[config.mk]
export PLATFORM = sky130hd
export DESIGN_NAME = ps2_keyboard_scan_decoder
export DESIGN_NICKNAME = d
export VERILOG_FILES = /design/src/design/ps2kbd_pkg.sv /design/src/design/ps2_keyboard_scan_decoder.sv /design/src/design/ps2kbd_keymap.sv /design/src/design/ps2kbd_evq.sv
export SDC_FILE = /design/constraint.sdc
export NUM_CORES = 1
export LEC_CHECK = 0
export BUFFER_PORTS_ARGS = -buffer_cell sky130_fd_sc_hd__buf_2
export CAP_MARGIN = 20
export CORE_MARGIN = 2
export CORE_UTILIZATION = 60
export DETAILED_ROUTE_END_ITERATION = 6
export GPL_ROUTABILITY_DRIVEN = 0
export GPL_TIMING_DRIVEN = 0
export PLACE_DENSITY = 0.87
export SYNTH_ARGS = -nofsm -noshare
export SYNTH_HDL_FRONTEND = slang
export SYNTH_HIERARCHICAL = 1
export SYNTH_SLANG_ARGS = --single-unit
[constraint.sdc]
create_clock -name clk -period 6.5 [get_ports clk]
set_input_delay 0.975 -clock clk [delete_from_list [all_inputs] [get_ports clk]]
set_output_delay 0.975 -clock clk [all_outputs]
set_load 0.01 [all_outputs]
[src/design/ps2kbd_pkg.sv]
// Shared types, command codes and scan-code set 2 lookup tables for the PS/2 decoder.
package ps2kbd_pkg;

  localparam int FIFO_DEPTH_DEF = 16;
  localparam int KM_ROWS        = 32;
  localparam int KM_AW          = 5;

  localparam logic [1:0] CMD_SCAN  = 2'd0;
  localparam logic [1:0] CMD_POP   = 2'd1;
  localparam logic [1:0] CMD_QUERY = 2'd2;

  localparam logic [7:0] SC_EXTEND  = 8'hE0;
  localparam logic [7:0] SC_RELEASE = 8'hF0;
  localparam logic [8:0] EV_PRESS   = 9'h100;

  typedef struct packed {
    logic             en;
    logic [KM_AW-1:0] addr;
  } km_rd_t;

  typedef struct packed {
    logic             en;
    logic [KM_AW-1:0] addr;
    logic [7:0]       data;
  } km_wr_t;

  typedef struct packed {
    logic       push;
    logic       pop;
    logic [8:0] data;
  } evq_ctl_t;

  function automatic logic [7:0] base_lookup(input logic [7:0] b);
    logic [7:0] k;
    k = 8'h00;
    case (b)
      8'h01: k = 8'h78; 8'h03: k = 8'h74; 8'h04: k = 8'h72; 8'h05: k = 8'h70;
      8'h06: k = 8'h71; 8'h07: k = 8'h7B; 8'h09: k = 8'h79; 8'h0A: k = 8'h77;
      8'h0B: k = 8'h75; 8'h0C: k = 8'h73; 8'h0D: k = 8'h09; 8'h0E: k = 8'hC0;
      8'h11: k = 8'hA4; 8'h12: k = 8'hA0; 8'h14: k = 8'hA2; 8'h15: k = 8'h51;
      8'h16: k = 8'h31; 8'h1A: k = 8'h5A; 8'h1B: k = 8'h53; 8'h1C: k = 8'h41;
      8'h1D: k = 8'h57; 8'h1E: k = 8'h32; 8'h21: k = 8'h43; 8'h22: k = 8'h58;
      8'h23: k = 8'h44; 8'h24: k = 8'h45; 8'h25: k = 8'h34; 8'h26: k = 8'h33;
      8'h29: k = 8'h20; 8'h2A: k = 8'h56; 8'h2B: k = 8'h46; 8'h2C: k = 8'h54;
      8'h2D: k = 8'h52; 8'h2E: k = 8'h35; 8'h31: k = 8'h4E; 8'h32: k = 8'h42;
      8'h33: k = 8'h48; 8'h34: k = 8'h47; 8'h35: k = 8'h59; 8'h36: k = 8'h36;
      8'h3A: k = 8'h4D; 8'h3B: k = 8'h4A; 8'h3C: k = 8'h55; 8'h3D: k = 8'h37;
      8'h3E: k = 8'h38; 8'h41: k = 8'hBC; 8'h42: k = 8'h4B; 8'h43: k = 8'h49;
      8'h44: k = 8'h4F; 8'h45: k = 8'h30; 8'h46: k = 8'h39; 8'h49: k = 8'hBE;
      8'h4A: k = 8'hBF; 8'h4B: k = 8'h4C; 8'h4C: k = 8'hBA; 8'h4D: k = 8'h50;
      8'h4E: k = 8'hBD; 8'h52: k = 8'hDE; 8'h54: k = 8'hDB; 8'h55: k = 8'hBB;
      8'h58: k = 8'h14; 8'h59: k = 8'hA1; 8'h5A: k = 8'h0D; 8'h5B: k = 8'hDD;
      8'h5D: k = 8'hDC; 8'h66: k = 8'h08; 8'h69: k = 8'h61; 8'h6B: k = 8'h64;
      8'h6C: k = 8'h67; 8'h70: k = 8'h60; 8'h71: k = 8'h6E; 8'h72: k = 8'h62;
      8'h73: k = 8'h65; 8'h74: k = 8'h66; 8'h75: k = 8'h68; 8'h76: k = 8'h1B;
      8'h77: k = 8'h90; 8'h78: k = 8'h7A; 8'h79: k = 8'h6B; 8'h7A: k = 8'h63;
      8'h7B: k = 8'h6D; 8'h7C: k = 8'h6A; 8'h7D: k = 8'h69; 8'h7E: k = 8'h91;
      8'h83: k = 8'h76;
      default: k = 8'h00;
    endcase
    return k;
  endfunction

  function automatic logic [7:0] ext_lookup(input logic [7:0] b);
    logic [7:0] k;
    k = 8'h00;
    case (b)
      8'h11: k = 8'hA5; 8'h14: k = 8'hA3; 8'h1F: k = 8'h5B; 8'h27: k = 8'h5C;
      8'h2F: k = 8'h5D; 8'h4A: k = 8'h6F; 8'h5A: k = 8'h5E; 8'h69: k = 8'h23;
      8'h6B: k = 8'h25; 8'h6C: k = 8'h24; 8'h70: k = 8'h2D; 8'h71: k = 8'h2E;
      8'h72: k = 8'h28; 8'h74: k = 8'h27; 8'h75: k = 8'h26; 8'h7A: k = 8'h22;
      8'h7D: k = 8'h21;
      default: k = 8'h00;
    endcase
    return k;
  endfunction

  function automatic logic [7:0] scan_lookup(input logic ext, input logic [7:0] b);
    return ext ? ext_lookup(b) : base_lookup(b);
  endfunction

endpackage

[src/design/ps2_keyboard_scan_decoder.sv]
// PS/2 scan-code set 2 decoder top level: prefix flags, table decode, key map and event queue.
//
// Takes one command per cycle (scan byte, pop, key query) while out_ready is high and returns
// exactly one result per command from the output registers. The accept cycle decodes the byte
// through the scan table and issues reads to the key-map memory and the event-queue memory;
// the following stage merges the press or release into the key-map row and writes it back,
// forwarding that row to a command that reads it in the same edge. Throughput is one command
// per cycle while out_ready is high, set by the single read-modify-write slot on the key map.
// The key map comes out of reset cleared through per-row valid bits, with no clearing pass;
// the event queue holds FIFO_DEPTH events and drops new events when full.
module ps2_keyboard_scan_decoder import ps2kbd_pkg::*; #(
  parameter int FIFO_DEPTH = FIFO_DEPTH_DEF
) (
  input  logic       clk,
  input  logic       rst_n,
  input  logic       in_valid,
  output logic       in_ready,
  input  logic [1:0] in_cmd,
  input  logic [7:0] in_scan_byte,
  input  logic [7:0] in_key_code,
  output logic       out_valid,
  input  logic       out_ready,
  output logic       out_event_valid,
  output logic [8:0] out_event_code,
  output logic       out_key_is_down,
  output logic       out_event_dropped,
  output logic [4:0] out_fifo_level
);

  localparam int CW = $clog2(FIFO_DEPTH + 1);

  typedef struct packed {
    logic             upd;
    logic             query;
    logic             popped;
    logic             press;
    logic             dropped;
    logic [KM_AW-1:0] row;
    logic [2:0]       bit_sel;
    logic [4:0]       level;
  } s1_t;

  logic          ext_flag_r;
  logic          rel_flag_r;
  logic          s1_vld_r;
  s1_t           s1_r;
  s1_t           s1_nxt;
  logic          out_vld_r;
  logic          ev_vld_r;
  logic [8:0]    ev_code_r;
  logic          down_r;
  logic          drop_r;
  logic [4:0]    level_r;

  logic          accept;
  logic          s1_move;
  logic          is_scan;
  logic          is_prefix;
  logic [7:0]    key;
  logic          key_hit;
  logic          full;
  logic [CW-1:0] count;
  logic [CW-1:0] level_after;
  logic [CW+4:0] level_ext;
  logic [8:0]    pop_data;
  logic [7:0]    row_data;
  logic [7:0]    bit_mask;
  km_rd_t        km_rd;
  km_wr_t        km_wr;
  evq_ctl_t      evq_ctl;

  assign s1_move  = s1_vld_r && (!out_vld_r || out_ready);
  assign in_ready = !s1_vld_r || s1_move;
  assign accept   = in_valid && in_ready;

  assign is_scan   = (in_cmd == CMD_SCAN);
  assign is_prefix = (in_scan_byte == SC_EXTEND) || (in_scan_byte == SC_RELEASE);
  assign key       = scan_lookup(ext_flag_r, in_scan_byte);
  assign key_hit   = is_scan && !is_prefix && (key != 8'h00);
  assign full      = (count == CW'(FIFO_DEPTH));

  always_comb begin
    evq_ctl.push = accept && key_hit && !full;
    evq_ctl.pop  = accept && (in_cmd == CMD_POP) && (count != '0);
    evq_ctl.data = rel_flag_r ? {1'b0, key} : ({1'b0, key} | EV_PRESS);
  end

  always_comb begin
    level_after = count;
    if (evq_ctl.push) begin
      level_after = count + 1'b1;
    end else if (evq_ctl.pop) begin
      level_after = count - 1'b1;
    end
    level_ext = {5'd0, level_after};
  end

  always_comb begin
    km_rd.en   = accept && (key_hit || (in_cmd == CMD_QUERY));
    km_rd.addr = (in_cmd == CMD_QUERY) ? in_key_code[7:3] : key[7:3];
  end

  always_comb begin
    s1_nxt.upd     = key_hit;
    s1_nxt.query   = (in_cmd == CMD_QUERY);
    s1_nxt.popped  = evq_ctl.pop;
    s1_nxt.press   = !rel_flag_r;
    s1_nxt.dropped = key_hit && full;
    s1_nxt.row     = km_rd.addr;
    s1_nxt.bit_sel = (in_cmd == CMD_QUERY) ? in_key_code[2:0] : key[2:0];
    s1_nxt.level   = level_ext[4:0];
  end

  assign bit_mask = 8'h01 << s1_r.bit_sel;

  always_comb begin
    km_wr.en   = s1_move && s1_r.upd;
    km_wr.addr = s1_r.row;
    km_wr.data = s1_r.press ? (row_data | bit_mask) : (row_data & ~bit_mask);
  end

  ps2kbd_keymap u_keymap (
    .clk     (clk),
    .rst_n   (rst_n),
    .rd      (km_rd),
    .wr      (km_wr),
    .rd_data (row_data)
  );

  ps2kbd_evq #(.DEPTH(FIFO_DEPTH)) u_evq (
    .clk      (clk),
    .rst_n    (rst_n),
    .ctl      (evq_ctl),
    .count    (count),
    .pop_data (pop_data)
  );

  always_ff @(posedge clk) begin
    if (!rst_n) begin
      ext_flag_r <= 1'b0;
      rel_flag_r <= 1'b0;
      s1_vld_r   <= 1'b0;
      out_vld_r  <= 1'b0;
    end else begin
      if (accept && is_scan) begin
        priority if (in_scan_byte == SC_EXTEND) begin
          ext_flag_r <= 1'b1;
        end else if (in_scan_byte == SC_RELEASE) begin
          rel_flag_r <= 1'b1;
        end else begin
          ext_flag_r <= 1'b0;
          rel_flag_r <= 1'b0;
        end
      end
      if (accept) begin
        s1_vld_r <= 1'b1;
      end else if (s1_move) begin
        s1_vld_r <= 1'b0;
      end
      if (s1_move) begin
        out_vld_r <= 1'b1;
      end else if (out_ready) begin
        out_vld_r <= 1'b0;
      end
    end
  end

  always_ff @(posedge clk) begin
    if (accept) begin
      s1_r <= s1_nxt;
    end
    if (s1_move) begin
      ev_vld_r  <= s1_r.popped;
      ev_code_r <= s1_r.popped ? pop_data : 9'h000;
      down_r    <= s1_r.query && row_data[s1_r.bit_sel];
      drop_r    <= s1_r.dropped;
      level_r   <= s1_r.level;
    end
  end

  assign out_valid         = out_vld_r;
  assign out_event_valid   = ev_vld_r;
  assign out_event_code    = ev_code_r;
  assign out_key_is_down   = down_r;
  assign out_event_dropped = drop_r;
  assign out_fifo_level    = level_r;

`ifndef SYNTHESIS
  a_count_bound: assert property (@(posedge clk) disable iff (!rst_n)
    count <= CW'(FIFO_DEPTH))
    else $error("event queue count above depth");

  a_drop_full: assert property (@(posedge clk) disable iff (!rst_n)
    out_vld_r && drop_r |-> level_r == level_ext[4:0] || level_r == 5'(FIFO_DEPTH))
    else $error("dropped event without a full queue");

  a_stall_blocks: assert property (@(posedge clk) disable iff (!rst_n)
    s1_vld_r && out_vld_r && !out_ready |-> !in_ready)
    else $error("transfer taken while the pipeline is blocked");

  a_pop_excl: assert property (@(posedge clk) disable iff (!rst_n)
    out_vld_r && ev_vld_r |-> !down_r && !drop_r)
    else $error("pop result carries key or drop status");
`endif

endmodule

[src/design/ps2kbd_keymap.sv]
// Key-down map: 32 x 8 synchronous memory with per-row valid bits and write forwarding.
module ps2kbd_keymap import ps2kbd_pkg::*; (
  input  logic       clk,
  input  logic       rst_n,
  input  km_rd_t     rd,
  input  km_wr_t     wr,
  output logic [7:0] rd_data
);

  logic [7:0]         mem [KM_ROWS];
  logic [KM_ROWS-1:0] row_vld_r;
  logic [7:0]         mem_q_r;
  logic [7:0]         fwd_r;
  logic               vld_q_r;
  logic               hit_r;

  always_ff @(posedge clk) begin
    if (wr.en) begin
      mem[wr.addr] <= wr.data;
    end
    if (rd.en) begin
      mem_q_r <= mem[rd.addr];
      fwd_r   <= wr.data;
    end
  end

  always_ff @(posedge clk) begin
    if (!rst_n) begin
      row_vld_r <= '0;
      vld_q_r   <= 1'b0;
      hit_r     <= 1'b0;
    end else begin
      if (wr.en) begin
        row_vld_r[wr.addr] <= 1'b1;
      end
      if (rd.en) begin
        vld_q_r <= row_vld_r[rd.addr];
        hit_r   <= wr.en && (wr.addr == rd.addr);
      end
    end
  end

  // same-edge write to the row being read wins over the stale memory word
  assign rd_data = hit_r ? fwd_r : (vld_q_r ? mem_q_r : 8'h00);

endmodule

[src/design/ps2kbd_evq.sv]
// Event queue: circular buffer in a synchronous memory with pointers and fill count.
module ps2kbd_evq import ps2kbd_pkg::*; #(
  parameter  int DEPTH = FIFO_DEPTH_DEF,
  localparam int CW    = $clog2(DEPTH + 1),
  localparam int PW    = $clog2(DEPTH)
) (
  input  logic          clk,
  input  logic          rst_n,
  input  evq_ctl_t      ctl,
  output logic [CW-1:0] count,
  output logic [8:0]    pop_data
);

  logic [8:0]    mem [DEPTH];
  logic [PW-1:0] wr_ptr_r;
  logic [PW-1:0] rd_ptr_r;
  logic [CW-1:0] count_r;
  logic [8:0]    pop_data_r;

  always_ff @(posedge clk) begin
    if (ctl.push) begin
      mem[wr_ptr_r] <= ctl.data;
    end
    if (ctl.pop) begin
      pop_data_r <= mem[rd_ptr_r];
    end
  end

  always_ff @(posedge clk) begin
    if (!rst_n) begin
      wr_ptr_r <= '0;
      rd_ptr_r <= '0;
      count_r  <= '0;
    end else begin
      if (ctl.push) begin
        wr_ptr_r <= (wr_ptr_r == PW'(DEPTH - 1)) ? '0 : wr_ptr_r + 1'b1;
        count_r  <= count_r + 1'b1;
      end else if (ctl.pop) begin
        rd_ptr_r <= (rd_ptr_r == PW'(DEPTH - 1)) ? '0 : rd_ptr_r + 1'b1;
        count_r  <= count_r - 1'b1;
      end
    end
  end

  assign count    = count_r;
  assign pop_data = pop_data_r;

endmodule
==> summary.txt <==
Worst setup path
  – Crit Path Class: input pin to flop
  – CP startpoint kind: input pin
  – R2r setup slk: around 1.9 ns
  – Critical Path End Type: flop
  – Max Fanout on Critical Path: 10
  – Data arrival, critical path: 6.35 ns
  – Data required time of the worst path: 6.81 ns

CTS
  – TritonCTS clock tree: built
  – Worst skew pair latency: 0.58 ns
  – Clock sink count: 511
  – Post-CTS Resized: 0
  – Post-CTS Hold Fix Bufs: 0
  – Root Driver: clkbuf_16
  – Longest Clk Path Bufs: 3
  – CTS H-tree lvls: 2
  – Clk slew on worst S/H paths: 0.07 ns
  – TritonCTS Buffers: 47
  – Setup Buffers After CTS: 0

Pwr
  – Leakage: 8.12 nW
  – Sequential share of power: 0.497
  – Tot Pwr: 7.49 mW
  – Switching share of total power: 0.230
  – Peak VDD IR: about 200 uV
  – Combinational Power Share: 0.108
  – Net Sw Power: 1.73 mW
  – Clock power frac: 0.395
  – Int Power: 5.76 mW
  – PD cells: 304 nW/um2

Placement
  – DP HPWL: 34,100 um
  – I/O Buffers: 38

Yosys
  – Yosys warns: 6
  – Post-synth EDFFs: 460
  – Yosys cell types: 82
  – Post-Syn Area per Cell: 16.6 um2
  – Register area share after synthesis: 0.671
  – Synthesized area: 22,100 um2
  – Leading area contributor after synthesis: edfxtp_1
  – Top post-synthesis cells by area: edfxtp_1, mux4_2, dfxtp_1
  – Post-Syn Nets: 1,375
  – Top_reg_cell synth: edfxtp_1
  – Yosys reg bits: about 510
  – Cells after synthesis: about 1,300
  – Fraction of registers with async set/reset: 0
  – Synth top area share: 0.625

Floorplan
  – Initial Util: 0.607
  – Top Ports: 41
  – Cell row count: 70
  – Die area: 38,400 um2
  – Die Height: 196 um
  – Core area: 36,400 um2
  – Chip width: 196 um

Detailed routing
  – Vias per cell: 7.20
  – WL per Instance: 29.0 um
  – Antenna Violating Nets Remaining: 0
  – Initial drt markers: 2,676
  – DR pass1 iterations: 7
  – Final WL: 56,000 um
  – DRC Markers: roughly 180
  – Via count: 13,900

Global routing
  – Grt total ovfl: 0
  – Largest net degree at the start of global routing: 34
  – GRT Overall Usage: 0.295
  – Initial antenna violation count: 6
  – First-pass GRT wire length: roughly 84,000 um
  – Via count of the first global-routing pass: 13,600

STA
  – Max Clock Skew: 0.0283 ns
  – Fin crit period: 6.05 ns
  – Crit share post-route: 0.930
  – Final hold vios: 0
  – Hold Slack: 0.419 ns
  – RSZ-0062 raised after global routing: no
  – Slew Viols, Final: 0
  – Worst slew pin tran: ~1.1 ns
  – Max-slew headroom: 0.248
  – # setup viols final: 0
  – Max Clock Freq: approximately 0.17 GHz

Final layout
  – Layout cells sized above 1: 0.207
  – Final nets: 1,465
  – Layout area overhead: 11.3%
  – Filler Cell Count: 2,162

Job
  – Max Cap Viol: 0

Worst hold path
  – Hold Crit Class: flop to flop

Run status
  – Status: finished with violations
  – Failing checks: DRC
[worst max-delay path, cell delays in order]
cell,delay (ns)
buf_2,0.16
buf_2,0.26
inv_1,0.18
ha_1,0.30
clkbuf_1,0.29
nand2_1,0.21
a311oi_1,0.11
o21a_1,0.23
o41ai_1,1.00
o21ai_0,0.51
clkbuf_1,0.32
clkbuf_1,0.46
mux4_2,0.46
mux4_2,0.54
mux2_2,0.31
[cells in the mapped netlist, drive strengths merged (6+ instances only)]
cell type	number
and3	6
o21ai	23
nand4	7
ha	19
dfxtp	51
mux4	121
a22o	18
xor2	10
a22oi	6
inv	22
a211oi	8
nand2b	17
mux2i	26
nor3	10
nor2b	20
a31oi	9
nand2	60
buf	47
clkbuf	36
and2	31
o21a	37
nand3b	7
edfxtp	460
or3	9
a311oi	10
a21oi	35
a221o	9
mux2	20
o211ai	9
nand3	18
nor2	93
[area by class of cell]
cell class / count / area [um2] / share of cell area
buffer: 83 / 438 / 0.0178
timing repair buffer: 41 / 228 / 0.00925
sequential: 511 / 14800 / 0.603
multi-input combinational: 715 / 6750 / 0.274
clock buffer: 57 / 1300 / 0.0527
antenna: 3 / 7.51 / 0.000305
tap: 468 / 586 / 0.0238
inverter: 24 / 92.6 / 0.00376
clock inverter: 30 / 370 / 0.0151
[cell usage in the layout (no fill, tap or decap), types with 20 or more instances in the layout]
cell       synthesis  layout
inv_1             20      20
edfxtp_1         460     460
and2_1            31      31
nor2_1            91      91
o21a_1            37      37
clkbuf_16          0      49
clkbuf_1          36      40
dfxtp_1           51      51
a21oi_1           35      35
buf_2             23      61
mux4_2           112     112
nand2_1           60      60
mux2i_1           26      26
[power by group through the flow]
stage	clock (mW)	combinational [mW]	sequential [mW]
2_1_floorplan	0	0.517	3.78
3_3_place_gp	0	0.728	3.78
3_5_place_dp	0	0.764	3.79
4_1_cts	2.98	0.786	3.72
5_1_grt	3.09	0.845	3.72
6_report	2.96	0.812	3.72
[kinds of logic (layout without fill, tap and decap cells)]
kind of cell	count (synthesis)	after routing	synth area share
AOI/OAI and AO/OA	215	215	0.0721
xor gates and xnor gates	14	14	0.00555
adders and majority gates	20	20	0.0117
buffers and inverters	107	235	0.0240
DFF	511	511	0.671
muxes	167	167	0.147
other	0	3	0
and+or+nand+nor	299	299	0.0688
[flip-flops by register name (all words and copies together) (netlist names), 4 cells and up]
name / flops
u_keymap/row_vld_r: 32
out_event_code: 9
u_evq/wr_ptr_r: 4
u_keymap/fwd_r: 8
u_evq/rd_ptr_r: 4
s1_r: 13
out_fifo_level: 5
u_evq/mem: 144
u_evq/pop_data: 9
km_wr: 5
u_evq/count: 5
u_keymap/mem: 256
u_keymap/mem_q_r: 8
[through the flow]
step	setup TNS, ns	setup WS, ns	utilization	cell area (um2)	cells
2_1_floorplan	0	1.14	-	22100	1333
6_report	0	0.453	0.675	24600	1932
3_5_place_dp	0	0.303	0.629	22900	1842
4_1_cts	0	0.807	0.675	24600	1929
5_1_grt	0	0.397	0.675	24600	1929
3_3_place_gp	-14.74	-1.00	0.628	22900	1839
[layer usage]
layer / part of all wire / vias up / wire [um] / global-route usage
li1: - / 5524 / - / -
met1: 0.36 / 6841 / 20000 / 0.404
met2: 0.47 / 1258 / 26200 / 0.462
met3: 0.13 / 282 / 7230 / 0.0751
met4: 0.044 / 10 / 2480 / 0.113
met5: 0.0016 / - / 92 / 0.00639
[path summary, 6_finish.rpt]
kind / start / to / cells after the start
max: in_scan_byte[1] / u_keymap/mem_q_r[3]$_DFFE_PP_ / 15
min: s1_r[0]$_DFFE_PP_ / out_fifo_level[0]$_DFFE_PP_ / 0
max reg2reg: ext_flag_r$_SDFFE_PN0P_ / u_keymap/mem_q_r[3]$_DFFE_PP_ / 9
min reg2reg: s1_r[0]$_DFFE_PP_ / out_fifo_level[0]$_DFFE_PP_ / 0
Power figures use the tool's default switching activity.
